<file path="src/design/cfp_pkg.sv">
// cfp_pkg: shared types and constants for the command frame parser.
// Holds the parser phase encoding, status codes and frame delimiter bytes.
// No dependencies.
`timescale 1ns / 1ps
`default_nettype none

package cfp_pkg;

  typedef enum logic [3:0] {
    PH_IDLE    = 4'd0,
    PH_U       = 4'd1,
    PH_ADDR    = 4'd2,
    PH_COMMA   = 4'd3,
    PH_LEN     = 4'd4,
    PH_HCOLON  = 4'd5,
    PH_PAYLOAD = 4'd6,
    PH_TCOLON  = 4'd7,
    PH_SUM     = 4'd8,
    PH_CR      = 4'd9,
    PH_DRAIN   = 4'd10
  } phase_t;

  typedef enum logic [2:0] {
    ST_NONE   = 3'd0,
    ST_OK     = 3'd1,
    ST_COMMA  = 3'd2,
    ST_HCOLON = 3'd3,
    ST_TCOLON = 3'd4,
    ST_SUM    = 3'd5,
    ST_CR     = 3'd6,
    ST_LEN    = 3'd7
  } status_t;

  localparam logic [7:0] CH_G     = 8'h47;
  localparam logic [7:0] CH_N     = 8'h4E;
  localparam logic [7:0] CH_U     = 8'h75;
  localparam logic [7:0] CH_COMMA = 8'h2C;
  localparam logic [7:0] CH_COLON = 8'h3A;
  localparam logic [7:0] CH_CR    = 8'h0D;

  localparam int unsigned ADDR_BYTES = 4;
  localparam int unsigned LEN_BYTES  = 2;

endpackage : cfp_pkg

`default_nettype wire

</file>
<file path="src/design/cfp_store.sv">
// cfp_store: payload buffer, one write port and one registered read port.
// Read data is registered and appears in the cycle after the address. No package dependencies.
`timescale 1ns / 1ps
`default_nettype none

module cfp_store #(
  parameter int unsigned DEPTH = 32,
  parameter int unsigned AW    = 5
) (
  input  wire logic          clk,
  input  wire logic          wr_en,
  input  wire logic [AW-1:0] wr_addr,
  input  wire logic [7:0]    wr_data,
  input  wire logic [AW-1:0] rd_addr,
  output      logic [7:0]    rd_data
);

  logic [7:0] mem [DEPTH];

  always_ff @(posedge clk) begin
    if (wr_en) begin
      mem[wr_addr] <= wr_data;
    end
  end

  always_ff @(posedge clk) begin
    rd_data <= mem[rd_addr];
  end

endmodule : cfp_store

`default_nettype wire

</file>
<file path="src/design/command_frame_parser.sv">
// command_frame_parser: byte-wise frame parser with payload buffer and drain sequencer.
// Accepted bytes (bar a payload frame's CR) give a status transaction from the output register next cycle.
// A good frame of N payload bytes: after CR the input stalls while the buffer, with registered
// read, drains one result per cycle unless out_stall holds (N results, last one marked).
// Other bytes: one byte per cycle, limited only by the output register draining.
// Reset (rst_n, synchronous) returns to waiting for an opcode; the buffer is not cleared.
`timescale 1ns / 1ps
`default_nettype none

module command_frame_parser #(
  parameter int unsigned PAYLOAD_DEPTH = 32
) (
  input  wire logic        clk,
  input  wire logic        rst_n,
  input  wire logic        in_valid,
  output      logic        in_stall,
  input  wire logic [7:0]  in_rx_byte,
  output      logic        out_valid,
  input  wire logic        out_stall,
  output      logic [2:0]  out_status,
  output      logic [7:0]  out_opcode,
  output      logic [31:0] out_address,
  output      logic [5:0]  out_payload_length,
  output      logic [7:0]  out_data_byte,
  output      logic [4:0]  out_data_index,
  output      logic        out_last
);

  localparam int unsigned AW = (PAYLOAD_DEPTH > 1) ? $clog2(PAYLOAD_DEPTH) : 1;
  localparam int unsigned CW = $clog2(PAYLOAD_DEPTH + 1);
  localparam logic [15:0] DEPTH16 = 16'(PAYLOAD_DEPTH);

  cfp_pkg::phase_t phase_r, phase_nxt;

  logic [CW-1:0] cnt_r, cnt_nxt;
  logic [7:0]    sum_r, sum_nxt;
  logic [7:0]    op_r, op_nxt;
  logic [31:0]   addr_r, addr_nxt;
  logic [15:0]   len_r, len_nxt;
  logic [AW-1:0] idx_r, idx_nxt;
  logic          q_ok_r, q_ok_nxt;

  logic          out_valid_r, out_valid_nxt;
  logic [2:0]    status_r, status_nxt;
  logic [7:0]    oop_r, oop_nxt;
  logic [31:0]   oaddr_r, oaddr_nxt;
  logic [5:0]    olen_r, olen_nxt;
  logic [7:0]    odata_r, odata_nxt;
  logic [4:0]    oidx_r, oidx_nxt;
  logic          olast_r, olast_nxt;

  logic          out_free;
  logic          in_acc;
  logic [7:0]    b;
  logic [7:0]    sum_add;
  logic [15:0]   cnt_inc16;
  logic [15:0]   len_full;
  logic [15:0]   idx16;
  logic          drain_last;
  logic          advance;

  logic          wr_en;
  logic [AW-1:0] rd_addr;
  logic [7:0]    rd_data;

  assign out_free   = !out_valid_r || !out_stall;
  assign in_stall   = (phase_r == cfp_pkg::PH_DRAIN) || !out_free;
  assign in_acc     = in_valid && !in_stall;
  assign b          = in_rx_byte;
  assign sum_add    = sum_r + b;
  assign cnt_inc16  = 16'(cnt_r) + 16'd1;
  assign len_full   = {b, len_r[7:0]};
  assign idx16      = 16'(idx_r);
  assign drain_last = (idx16 + 16'd1) == len_r;
  assign advance    = (phase_r == cfp_pkg::PH_DRAIN) && q_ok_r && out_free;
  assign wr_en      = in_acc && (phase_r == cfp_pkg::PH_PAYLOAD);

  // read the next entry ahead so the drain sustains one transaction per cycle while out_stall is low
  always_comb begin
    if (phase_r != cfp_pkg::PH_DRAIN) begin
      rd_addr = '0;
    end else if (advance && !drain_last) begin
      rd_addr = idx_r + AW'(1);
    end else begin
      rd_addr = idx_r;
    end
  end

  cfp_store #(
    .DEPTH (PAYLOAD_DEPTH),
    .AW    (AW)
  ) u_store (
    .clk     (clk),
    .wr_en   (wr_en),
    .wr_addr (cnt_r[AW-1:0]),
    .wr_data (b),
    .rd_addr (rd_addr),
    .rd_data (rd_data)
  );

  // next phase
  always_comb begin
    phase_nxt = phase_r;
    case (phase_r)
      cfp_pkg::PH_IDLE: begin
        if (in_acc && (b == cfp_pkg::CH_G || b == cfp_pkg::CH_N)) begin
          phase_nxt = cfp_pkg::PH_U;
        end
      end
      cfp_pkg::PH_U: begin
        if (in_acc) begin
          phase_nxt = (b == cfp_pkg::CH_U) ? cfp_pkg::PH_ADDR : cfp_pkg::PH_IDLE;
        end
      end
      cfp_pkg::PH_ADDR: begin
        if (in_acc && cnt_inc16 >= 16'(cfp_pkg::ADDR_BYTES)) begin
          phase_nxt = cfp_pkg::PH_COMMA;
        end
      end
      cfp_pkg::PH_COMMA: begin
        if (in_acc) begin
          phase_nxt = (b == cfp_pkg::CH_COMMA) ? cfp_pkg::PH_LEN : cfp_pkg::PH_IDLE;
        end
      end
      cfp_pkg::PH_LEN: begin
        if (in_acc && cnt_inc16 >= 16'(cfp_pkg::LEN_BYTES)) begin
          phase_nxt = (len_full > DEPTH16) ? cfp_pkg::PH_IDLE : cfp_pkg::PH_HCOLON;
        end
      end
      cfp_pkg::PH_HCOLON: begin
        if (in_acc) begin
          if (b != cfp_pkg::CH_COLON) begin
            phase_nxt = cfp_pkg::PH_IDLE;
          end else if (len_r == 16'd0) begin
            phase_nxt = cfp_pkg::PH_TCOLON;
          end else begin
            phase_nxt = cfp_pkg::PH_PAYLOAD;
          end
        end
      end
      cfp_pkg::PH_PAYLOAD: begin
        if (in_acc && cnt_inc16 >= len_r) begin
          phase_nxt = cfp_pkg::PH_TCOLON;
        end
      end
      cfp_pkg::PH_TCOLON: begin
        if (in_acc) begin
          phase_nxt = (b == cfp_pkg::CH_COLON) ? cfp_pkg::PH_SUM : cfp_pkg::PH_IDLE;
        end
      end
      cfp_pkg::PH_SUM: begin
        if (in_acc) begin
          phase_nxt = (b == sum_r) ? cfp_pkg::PH_CR : cfp_pkg::PH_IDLE;
        end
      end
      cfp_pkg::PH_CR: begin
        if (in_acc) begin
          phase_nxt = (b == cfp_pkg::CH_CR && len_r != 16'd0) ?
                      cfp_pkg::PH_DRAIN : cfp_pkg::PH_IDLE;
        end
      end
      cfp_pkg::PH_DRAIN: begin
        if (advance && drain_last) begin
          phase_nxt = cfp_pkg::PH_IDLE;
        end
      end
      default: begin
        phase_nxt = cfp_pkg::PH_IDLE;
      end
    endcase
  end

  // datapath and output register
  always_comb begin
    cnt_nxt       = cnt_r;
    sum_nxt       = sum_r;
    op_nxt        = op_r;
    addr_nxt      = addr_r;
    len_nxt       = len_r;
    idx_nxt       = idx_r;
    q_ok_nxt      = (phase_r == cfp_pkg::PH_DRAIN) && !(advance && drain_last);
    out_valid_nxt = out_valid_r && out_stall;
    status_nxt    = status_r;
    oop_nxt       = oop_r;
    oaddr_nxt     = oaddr_r;
    olen_nxt      = olen_r;
    odata_nxt     = odata_r;
    oidx_nxt      = oidx_r;
    olast_nxt     = olast_r;

    if (in_acc) begin
      out_valid_nxt = 1'b1;
      status_nxt    = cfp_pkg::ST_NONE;
      oop_nxt       = '0;
      oaddr_nxt     = '0;
      olen_nxt      = '0;
      odata_nxt     = '0;
      oidx_nxt      = '0;
      olast_nxt     = 1'b1;
    end

    case (phase_r)
      cfp_pkg::PH_IDLE: begin
        if (in_acc && (b == cfp_pkg::CH_G || b == cfp_pkg::CH_N)) begin
          op_nxt   = b;
          addr_nxt = '0;
          len_nxt  = '0;
          cnt_nxt  = '0;
          sum_nxt  = '0;
        end
      end
      cfp_pkg::PH_U: begin
        if (in_acc) begin
          cnt_nxt = '0;
          sum_nxt = '0;
        end
      end
      cfp_pkg::PH_ADDR: begin
        if (in_acc) begin
          addr_nxt[8*cnt_r[1:0] +: 8] = b;
          sum_nxt = sum_add;
          cnt_nxt = cnt_r + CW'(1);
        end
      end
      cfp_pkg::PH_COMMA: begin
        if (in_acc) begin
          sum_nxt = sum_add;
          cnt_nxt = '0;
          if (b != cfp_pkg::CH_COMMA) begin
            status_nxt = cfp_pkg::ST_COMMA;
          end
        end
      end
      cfp_pkg::PH_LEN: begin
        if (in_acc) begin
          if (cnt_r[0]) begin
            len_nxt[15:8] = b;
          end else begin
            len_nxt[7:0] = b;
          end
          sum_nxt = sum_add;
          cnt_nxt = cnt_r + CW'(1);
          if (cnt_inc16 >= 16'(cfp_pkg::LEN_BYTES) && len_full > DEPTH16) begin
            status_nxt = cfp_pkg::ST_LEN;
          end
        end
      end
      cfp_pkg::PH_HCOLON: begin
        if (in_acc) begin
          sum_nxt = sum_add;
          cnt_nxt = '0;
          if (b != cfp_pkg::CH_COLON) begin
            status_nxt = cfp_pkg::ST_HCOLON;
          end
        end
      end
      cfp_pkg::PH_PAYLOAD: begin
        if (in_acc) begin
          sum_nxt = sum_add;
          cnt_nxt = cnt_r + CW'(1);
        end
      end
      cfp_pkg::PH_TCOLON: begin
        if (in_acc) begin
          sum_nxt = sum_add;
          if (b != cfp_pkg::CH_COLON) begin
            status_nxt = cfp_pkg::ST_TCOLON;
          end
        end
      end
      cfp_pkg::PH_SUM: begin
        if (in_acc && b != sum_r) begin
          status_nxt = cfp_pkg::ST_SUM;
        end
      end
      cfp_pkg::PH_CR: begin
        if (in_acc) begin
          idx_nxt = '0;
          if (b != cfp_pkg::CH_CR) begin
            status_nxt = cfp_pkg::ST_CR;
          end else if (len_r == 16'd0) begin
            status_nxt = cfp_pkg::ST_OK;
            oop_nxt    = op_r;
            oaddr_nxt  = addr_r;
          end else begin
            // hold the transaction back; the drain emits the payload
            out_valid_nxt = out_valid_r && out_stall;
          end
        end
      end
      cfp_pkg::PH_DRAIN: begin
        if (advance) begin
          out_valid_nxt = 1'b1;
          status_nxt    = cfp_pkg::ST_OK;
          oop_nxt       = op_r;
          oaddr_nxt     = addr_r;
          olen_nxt      = len_r[5:0];
          odata_nxt     = rd_data;
          oidx_nxt      = idx16[4:0];
          olast_nxt     = drain_last;
          if (!drain_last) begin
            idx_nxt = idx_r + AW'(1);
          end
        end
      end
      default: begin
      end
    endcase
  end

  always_ff @(posedge clk) begin
    if (!rst_n) begin
      phase_r     <= cfp_pkg::PH_IDLE;
      q_ok_r      <= 1'b0;
      out_valid_r <= 1'b0;
    end else begin
      phase_r     <= phase_nxt;
      q_ok_r      <= q_ok_nxt;
      out_valid_r <= out_valid_nxt;
    end
  end

  always_ff @(posedge clk) begin
    cnt_r    <= cnt_nxt;
    sum_r    <= sum_nxt;
    op_r     <= op_nxt;
    addr_r   <= addr_nxt;
    len_r    <= len_nxt;
    idx_r    <= idx_nxt;
    status_r <= status_nxt;
    oop_r    <= oop_nxt;
    oaddr_r  <= oaddr_nxt;
    olen_r   <= olen_nxt;
    odata_r  <= odata_nxt;
    oidx_r   <= oidx_nxt;
    olast_r  <= olast_nxt;
  end

  assign out_valid          = out_valid_r;
  assign out_status         = status_r;
  assign out_opcode         = oop_r;
  assign out_address        = oaddr_r;
  assign out_payload_length = olen_r;
  assign out_data_byte      = odata_r;
  assign out_data_index     = oidx_r;
  assign out_last           = olast_r;

  a_drain_in_range: assert property (@(posedge clk) disable iff (!rst_n)
    (phase_r == cfp_pkg::PH_DRAIN) |-> (idx16 < len_r && len_r <= DEPTH16))
    else $error("drain index beyond frame length");

  a_write_in_range: assert property (@(posedge clk) disable iff (!rst_n)
    (phase_r == cfp_pkg::PH_PAYLOAD) |-> (16'(cnt_r) < len_r && len_r <= DEPTH16))
    else $error("payload write beyond buffer");

  a_read_ready_only_in_drain: assert property (@(posedge clk) disable iff (!rst_n)
    q_ok_r |-> (phase_r == cfp_pkg::PH_DRAIN))
    else $error("read data flagged outside drain");

  a_drain_entry_waits: assert property (@(posedge clk) disable iff (!rst_n)
    ((phase_r == cfp_pkg::PH_CR) && (phase_nxt == cfp_pkg::PH_DRAIN)) |=> !advance)
    else $error("drain advanced before buffer read returned");

  a_frame_ok_last: assert property (@(posedge clk) disable iff (!rst_n)
    (advance && drain_last) |=> (out_valid && out_last && phase_r == cfp_pkg::PH_IDLE))
    else $error("final payload transaction not marked last");

endmodule : command_frame_parser

`default_nettype wire
</file>
<file path="config.mk">
export PLATFORM = sky130hd
export DESIGN_NAME = command_frame_parser
export DESIGN_NICKNAME = d
export VERILOG_FILES = /design/src/design/cfp_pkg.sv /design/src/design/cfp_store.sv /design/src/design/command_frame_parser.sv
export SDC_FILE = /design/constraint.sdc
export NUM_CORES = 1
export LEC_CHECK = 0
export BUFFER_PORTS_ARGS = -buffer_cell sky130_fd_sc_hd__clkbuf_2
export CAP_MARGIN = 30
export CELL_PAD_IN_SITES_DETAIL_PLACEMENT = 1
export CELL_PAD_IN_SITES_GLOBAL_PLACEMENT = 1
export CORE_MARGIN = 2
export CORE_UTILIZATION = 47
export DETAILED_ROUTE_END_ITERATION = 16
export PLACE_DENSITY_LB_ADDON = 0.1
export SETUP_SLACK_MARGIN = 0.3
export SLEW_MARGIN = 20
export SYNTH_ARGS = -nofsm -noshare
export SYNTH_HDL_FRONTEND = slang
export SYNTH_HIERARCHICAL = 1
export SYNTH_SLANG_ARGS = --single-unit
</file>
<file path="constraint.sdc">
create_clock -name clk -period 4.2 [get_ports clk]
set_input_delay 0.63 -clock clk [delete_from_list [all_inputs] [get_ports clk]]
set_output_delay 0.63 -clock clk [all_outputs]
set_load 0.1 [all_outputs]
</file>
Yosys cells after proc, flatten, opt, wreduce, memory -nomap -nowiden

Memories as Yosys holds them, arrays and structs flattened. A register that Yosys moved wholly into a read port is not among the register bits.
Cells that the tools add are included.

$add $sub $neg: 6
$mul: 0
Div/mod/pow operators: 0
Magnitude comparators: 4
Equality and inequality tests: 43
Shift operators: 2
Mux-type cells: 90
Bitwise logic cells: 0
Reductions and logical operators: 43

Operator list:

| kind                    | number |
|---|---|
| $mux 32                 | 7 |
| $pmux 32 s2             | 2 |
| $mux 8                  | 13 |
| $mux 4                  | 14 |
| $mux 3                  | 17 |
| $pmux 4 s11             | 1 |
| $mux 5                  | 8 |
| $mux 6                  | 6 |
| $neg 5->34              | 1 |
| $shift 8x34->32 const A | 1 |
| $shiftx 8x34->32        | 1 |
| $bwmux 32               | 1 |
| $mux 16                 | 2 |
| $pmux 16 s2             | 1 |
| $ne 2x2->1 const B      | 15 |
| $eq 8x7->1 const B      | 3 |
| $pmux 8 s3              | 1 |
| $pmux 3 s7              | 1 |
| $reduce_and 4->1        | 5 |
| $pmux 6 s3              | 1 |
| $eq 4x3->1 const B      | 4 |
| $eq 6x16->1             | 1 |
| $eq 8x6->1 const B      | 2 |
| $ge 7x16->1             | 1 |
| other kinds (36)        | 79 |

Register bits after elaboration: 144
Bits in latches: 0
Memory bits (writable): 256
Memory bits (read-only): 0
Output and inout bits: 65
Memories: 1

Memories:

| memory      | depth | bits a word | read ports | clocked after memory_dff | wr ports | RTL line        | RTL |
|---|---|---|---|---|---|---|---|
| u_store.mem | 32    | 8           | 1          | 1                        | 1        | cfp_store.sv:18 | `logic [7:0] mem [DEPTH];` |

Logic depth before layout (Yosys ltp)

Word-level depth: 11
Depth in mapped cells: 13

Modules after synthesis

The synthesis kept the hierarchy.

By module, submodules not included:

| module               | instances | cells each | area an instance (µm²) |
|---|---|---|---|
| cfp_store            | 1         | 417        | 10053.4 |
| command_frame_parser | 1         | 640        | 6741.5 |

Worst setup path after synthesis

No wires, ideal clock.

Path type: reg-to-reg
Start point: reg out_valid_r (netlist: out_valid)
End point: reg addr_r[0] (enable)
Library setup time: 0.470 ns
Arrival time: 4.088 ns
Required time: 3.730 ns
Slack: -0.358 ns
Cell stages (with the launch flop): 6
Clock period less this slack: 4.558 ns
Path through: dfxtp_1 a21bo_2 clkbuf_1 nor2_2 a41oi_1 a211oi_1

Cells in the longest elaborated chain, start to end: 9
Elaborated cells on any way between the ends: 10

Ends and longest elaborated chain:

| element                      | RTL line                    | RTL |
|---|---|---|
| from (decl)                  | command_frame_parser.sv:43  | `logic out_valid_r, out_valid_nxt;` |
| from (signal assigned)       | command_frame_parser.sv:319 | `out_valid_r <= out_valid_nxt;` |
| $logic_not 1->1 *            | command_frame_parser.sv:66  | `assign out_free = !out_valid_r \|\| !out_stall;` |
| $logic_or 1x1->1 *           | command_frame_parser.sv:66  |  |
| $logic_not 1->1 *            | command_frame_parser.sv:67  | `assign in_stall = (phase_r == cfp_pkg::PH_DRAIN) \|\| !out_free;` |
| $logic_or 1x1->1 *           | command_frame_parser.sv:67  |  |
| $logic_not 1->1 *            | command_frame_parser.sv:68  | `assign in_acc = in_valid && !in_stall;` |
| $logic_and 1x1->1 *          | command_frame_parser.sv:68  |  |
| $logic_and 1x1->1            | command_frame_parser.sv:204 | `if (in_acc && (b == cfp_pkg::CH_G \|\| b == cfp_pkg::CH_N)) begin` |
| $ne 2x2->1 (no line)         | n/a                         |  |
| $reduce_and 3->1 (no line) * | n/a                         |  |
| to (signal assigned)         | command_frame_parser.sv:327 | `addr_r <= addr_nxt;` |
| to (decl)                    | command_frame_parser.sv:38  | `logic [31:0] addr_r, addr_nxt;` |

Mark *: on every way between the ends. The rest lies on a longest branch, timed or not.
A chain may end at the register's enable or synchronous reset.

Worst setup path after layout

Start point: reg len_r[8]
End point: reg u_store.rd_data[5], read port of u_store.mem

Cells in the longest elaborated chain, start to end: 5

Ends and longest elaborated chain:

| element                | RTL line                    | RTL |
|---|---|---|
| from (decl)            | command_frame_parser.sv:39  | `logic [15:0] len_r, len_nxt;` |
| from (signal assigned) | command_frame_parser.sv:328 | `len_r <= len_nxt;` |
| $eq 6x16->1            | command_frame_parser.sv:74  | `assign drain_last = (idx16 + 16'd1) == len_r;` |
| $logic_not 1->1        | n/a                         |  |
| $logic_and 1x1->1      | command_frame_parser.sv:82  | `end else if (advance && !drain_last) begin` |
| $mux 5                 | command_frame_parser.sv:82  |  |
| $mux 5                 | command_frame_parser.sv:80  | `if (phase_r != cfp_pkg::PH_DRAIN) begin` |
| net rd_addr[0]         | command_frame_parser.sv:63  | `logic [AW-1:0] rd_addr;` |
| to (decl)              | cfp_store.sv:15             | `output logic [7:0] rd_data` |

The timed path passes the listed nets, and every way through them passes these cells.

==> impl_results.html <==
<table>
<tr><th>Metric</th><th>Value</th></tr>
<tr><th colspan="2">Yosys</th></tr>
<tr><td>Area of the mapped netlist</td><td>16,800 um2</td></tr>
<tr><td>Flip-flop cell with the highest count after synthesis</td><td>edfxtp_1</td></tr>
<tr><td>Synthesized area divided by synthesized cell count</td><td>15.9 um2</td></tr>
<tr><td>Yosys Warn Count</td><td>6</td></tr>
<tr><td>Number of instances in the synthesized netlist</td><td>1,057</td></tr>
<tr><td>Synth area leaders</td><td>edfxtp_1 (59%), mux4_2 (11%), dfxtp_1 (9.2%)</td></tr>
<tr><td>Number of different library cells in the post-synthesis netlist</td><td>67</td></tr>
<tr><td>Flop and latch count out of synthesis</td><td>408</td></tr>
<tr><td>Post-synth ARST share</td><td>0%</td></tr>
<tr><td>Number of synthesized flops with an enable pin</td><td>331</td></tr>
<tr><td>Nets in the synthesized netlist</td><td>1,091</td></tr>
<tr><td>Share of synthesized area occupied by flip-flops and latches</td><td>68.4%</td></tr>
<tr><td>Post-synth top area share</td><td>59.2%</td></tr>
<tr><td>Cell taking the most area after synthesis</td><td>edfxtp_1</td></tr>
<tr><th colspan="2">Clock tree</th></tr>
<tr><td>CTS Sinks</td><td>408</td></tr>
<tr><td>Root Buffer</td><td>clkbuf_16</td></tr>
<tr><td>Clock-pin slew on the worst setup and hold paths</td><td>0.06 ns</td></tr>
<tr><td>Total CTS buffers</td><td>44</td></tr>
<tr><td>H-Tree Depth</td><td>2</td></tr>
<tr><td>Number of buffers on the longest clock path</td><td>3</td></tr>
<tr><td>CTS tree</td><td>done</td></tr>
<tr><td>Clock latency at the later pin of the worst-skew pair</td><td>0.56 ns</td></tr>
<tr><td>Cts-stage hold buffer count</td><td>0</td></tr>
<tr><th colspan="2">Timing</th></tr>
<tr><td>Worst hold slack</td><td>0.379 ns</td></tr>
<tr><td>Setup repair after global routing missed its margin</td><td>false</td></tr>
<tr><td>Max Clk Rate</td><td>268 MHz</td></tr>
<tr><td>Pin slew with the least headroom to its limit</td><td>0.797 ns</td></tr>
<tr><td>Final setup violation count</td><td>0</td></tr>
<tr><td>Fin. max-slew vios</td><td>0</td></tr>
<tr><td>Period utilisation layout</td><td>88.8%</td></tr>
<tr><td>Worst relative slew slack</td><td>46.2%</td></tr>
<tr><td>Worst setup skew after layout</td><td>0.0163 ns</td></tr>
<tr><td>Clock period minus worst slack</td><td>3.73 ns</td></tr>
<tr><td>Final Hold Violating Endpoints</td><td>0</td></tr>
<tr><td>Final sum of negative setup slack</td><td>0 ns</td></tr>
<tr><th colspan="2">Layout</th></tr>
<tr><td>Area growth, synth to finish</td><td>16.8%</td></tr>
<tr><td>Most common library cell in the layout ignoring fill and taps</td><td>edfxtp_1</td></tr>
<tr><td>Most used cells in the layout excluding fill and tap cells</td><td>edfxtp_1 (331), nor2_1 (106), mux4_2 (80)</td></tr>
<tr><td>Number of nets in the layout</td><td>1,239</td></tr>
<tr><td>Ratio of cells with drive above 1 in the final layout</td><td>27.4%</td></tr>
<tr><td>Number of inserted diodes</td><td>0</td></tr>
<tr><th colspan="2">Worst setup path</th></tr>
<tr><td>Family with the most delay on the worst path</td><td>multiplexers</td></tr>
<tr><td>Critical path's largest stage delay</td><td>0.58 ns</td></tr>
<tr><td>Data arrival time of the critical path</td><td>4.18 ns</td></tr>
<tr><td>Sum of buffers and inverters on the critical path</td><td>1</td></tr>
<tr><td>Critical path start-end classification</td><td>flip-flop to flip-flop</td></tr>
<tr><td>Reg-to-Reg Start</td><td>len_r[8]</td></tr>
<tr><td>Critical path endpoint category</td><td>flip-flop</td></tr>
<tr><td>Required time of the critical path</td><td>4.65 ns</td></tr>
<tr><td>Critical Path, Cell by Cell</td><td>or4_4 -&gt; nor4_4 -&gt; a31oi_4 -&gt; xnor2_1 -&gt; nor2_4 -&gt; buf_12 -&gt; mux4_2 -&gt; mux4_2 -&gt; mux2_2</td></tr>
<tr><td>Critical path launch point type</td><td>flip-flop</td></tr>
<tr><td>Source of the critical timing path</td><td>len_r[8]</td></tr>
<tr><td>Most Frequent Cell on Critical Path</td><td>mux4_2</td></tr>
<tr><td>Largest driver fanout on the critical path</td><td>24</td></tr>
<tr><td>Crit path max-delay cell type</td><td>mux4_2</td></tr>
<tr><th colspan="2">Power and ir drop</th></tr>
<tr><td>Combinational group share of total power</td><td>3.7%</td></tr>
<tr><td>PD cells</td><td>428 nW/um2</td></tr>
<tr><td>Net switching share of the total power</td><td>21.1%</td></tr>
<tr><td>Net switching component of the power</td><td>1.77 mW</td></tr>
<tr><td>Int Pwr</td><td>6.62 mW</td></tr>
<tr><td>Clock share of power</td><td>43.5%</td></tr>
<tr><td>Proportion of power drawn by flip-flops and latches</td><td>52.7%</td></tr>
<tr><td>Leakage power</td><td>6.77 nW</td></tr>
<tr><td>Total design power</td><td>8.40 mW</td></tr>
<tr><td>IR Drop Worst-Case VDD</td><td>0.000315 V</td></tr>
<tr><th colspan="2">Routing</th></tr>
<tr><td>Number of violations reported at the end of detailed-routing iteration 0</td><td>1,000</td></tr>
<tr><td>Via count normalized by instance count</td><td>5.91</td></tr>
<tr><td>DR pass1 iterations</td><td>5</td></tr>
<tr><td># DRC</td><td>0</td></tr>
<tr><td>Vias</td><td>10,000</td></tr>
<tr><td>Total length of routed wires</td><td>44,400 um</td></tr>
<tr><td>Routed WL per cell</td><td>26.1 um</td></tr>
<tr><td>Post-detailed-route count of antenna-violating nets</td><td>0</td></tr>
<tr><th colspan="2">Global routing</th></tr>
<tr><td>First-pass GRT wire length</td><td>66,400 um</td></tr>
<tr><td>Leftover overflow at the end of global routing</td><td>0</td></tr>
<tr><td>Overall track demand over capacity in global routing</td><td>24.8%</td></tr>
<tr><td>Via count of the first global-routing pass</td><td>10,200</td></tr>
<tr><td>Initial antenna violation count</td><td>0</td></tr>
<tr><td>Maximum number of pins on one net before global-route repair</td><td>42</td></tr>
<tr><th colspan="2">Floorplanning</th></tr>
<tr><td>Top-level I/O count</td><td>77</td></tr>
<tr><td>Initial core utilization</td><td>47.4%</td></tr>
<tr><td>Die outline height</td><td>193 um</td></tr>
<tr><td>Core area</td><td>35,400 um2</td></tr>
<tr><td>Die Wd</td><td>193 um</td></tr>
<tr><td>Die area</td><td>37,300 um2</td></tr>
<tr><td>Standard-cell row count</td><td>69</td></tr>
<tr><th colspan="2">Placed design</th></tr>
<tr><td>Port bufs</td><td>76</td></tr>
<tr><td>HPWL Detailed</td><td>28,700 um</td></tr>
<tr><td>GPL Wtd Cong</td><td>0.825</td></tr>
<tr><th colspan="2">Flow run</th></tr>
<tr><td>Max capacitance violation total</td><td>0</td></tr>
<tr><th colspan="2">Run status</th></tr>
<tr><td>Run status</td><td>complete, no violations</td></tr>
<tr><th colspan="2">Min path</th></tr>
<tr><td>Start point of the worst hold path</td><td>rst_n</td></tr>
<tr><td>Worst min path class</td><td>input pin to flip-flop</td></tr>
</table>
==> per-stage QoR <==
stage / instances / utilization, % / area, um2 / worst slack, ns
2_1_floorplan: 1057 / - / 16800 / 0.452
3_3_place_gp: 1612 / 51.3 / 18100 / 0.272
3_5_place_dp: 1614 / 51.3 / 18200 / 0.103
4_1_cts: 1697 / 55.3 / 19600 / 0.325
5_1_grt: 1701 / 55.4 / 19600 / 0.328
6_report: 1701 / 55.4 / 19600 / 0.471
==> cell families (layout without fill, tap and decap cells) <==
family,after synthesis,in the layout,synth area share (%)
AND/OR/NAND/NOR,280,280,8.49
multiplexers,92,92,11.5
AO/OA/AOI/OAI,157,157,6.70
buffers and inverters,73,256,1.94
XOR/XNOR,24,24,1.25
adder cells (fa/ha/maj),23,23,1.74
flip-flops,408,408,68.4
==> sequential cells by signal, indices dropped and copies added, names as in the netlist, 4 cells and up <==
signal and count:
u_store/rd_data 8, u_store/mem 256, idx_r 5, sum_r 8
cnt_r 6, phase_r 4, out_opcode 8, out_address 32
out_data_byte 8, out_data_index 5, len_r 16, addr_r 32
out_payload_length 6, op_r 8
==> power by group through the flow <==
stage	clock network (mW)	registers [mW]	logic [mW]
after floorplan	0	4.51	0.171
after global placement	0	4.51	0.304
after detailed placement	0	4.51	0.311
after CTS	3.73	4.43	0.314
after global routing	3.88	4.43	0.345
final	3.66	4.43	0.313
==> per-layer routing <==
metal | routed length [um] | track usage (%) | part of all wire, %
met1 | 19600 | 36.1 | 44
met2 | 20700 | 38.2 | 47
met4 | 1300 | 8.57 | 2.9
met5 | 0 | 0 | 0
met3 | 2810 | 3.95 | 6.3
==> worst reg2reg max path: stages (launching register included) <==
cell and delay (ns):
edfxtp_1 0.35, or4_4 0.57, nor4_4 0.36, a31oi_4 0.19, xnor2_1 0.20, nor2_4 0.21
buf_12 0.27, mux4_2 0.59, mux4_2 0.57, mux2_2 0.30
==> timing repair <==
action                                 4_1_cts  5_1_grt
setup endpoints to repair                    8        8
setup buffers                                2        3
pin swaps                                    2        1
endpoints found under the hold margin        0        0
resized for setup                            1        5
==> synthesized netlist by cell type (4+ instances only) <==
| master | instances |
|---|---|
| nor2_1 | 109 |
| ha_1 | 21 |
| or3_1 | 4 |
| and3_1 | 13 |
| mux2i_1 | 4 |
| nor2b_1 | 50 |
| inv_1 | 13 |
| buf_2 | 12 |
| a22o_1 | 54 |
| nand3_1 | 13 |
| xor2_1 | 13 |
| nand3b_1 | 5 |
| clkbuf_1 | 33 |
| mux2_2 | 8 |
| nand2b_1 | 6 |
| edfxtp_1 | 331 |
| a21oi_1 | 45 |
| xnor2_1 | 11 |
| nand2_1 | 33 |
| nor3_1 | 18 |
| mux4_2 | 80 |
| buf_1 | 7 |
| a21o_1 | 6 |
| buf_4 | 6 |
| o21ai_0 | 16 |
| dfxtp_1 | 77 |
==> layout make-up <==
type	instances	area, um2
tap	461	577
timing repair buffer	162	1090
fill	3331	15800
inverter	13	48.8
clock inverter	7	46.3
clock buffer	74	1320
sequential	408	11500
multi-input combinational	576	5060
==> final timing paths <==
path | end | slack, ns | cells past startpoint
max reg2reg | u_store/rd_data[5] | 0.47 | 9
max | u_store/rd_data[5] | 0.47 | 9
min reg2reg | out_payload_length[4] | 0.45 | 2
min | out_valid | 0.38 | 2
Note: power is estimated with default switching activity, not from simulation.
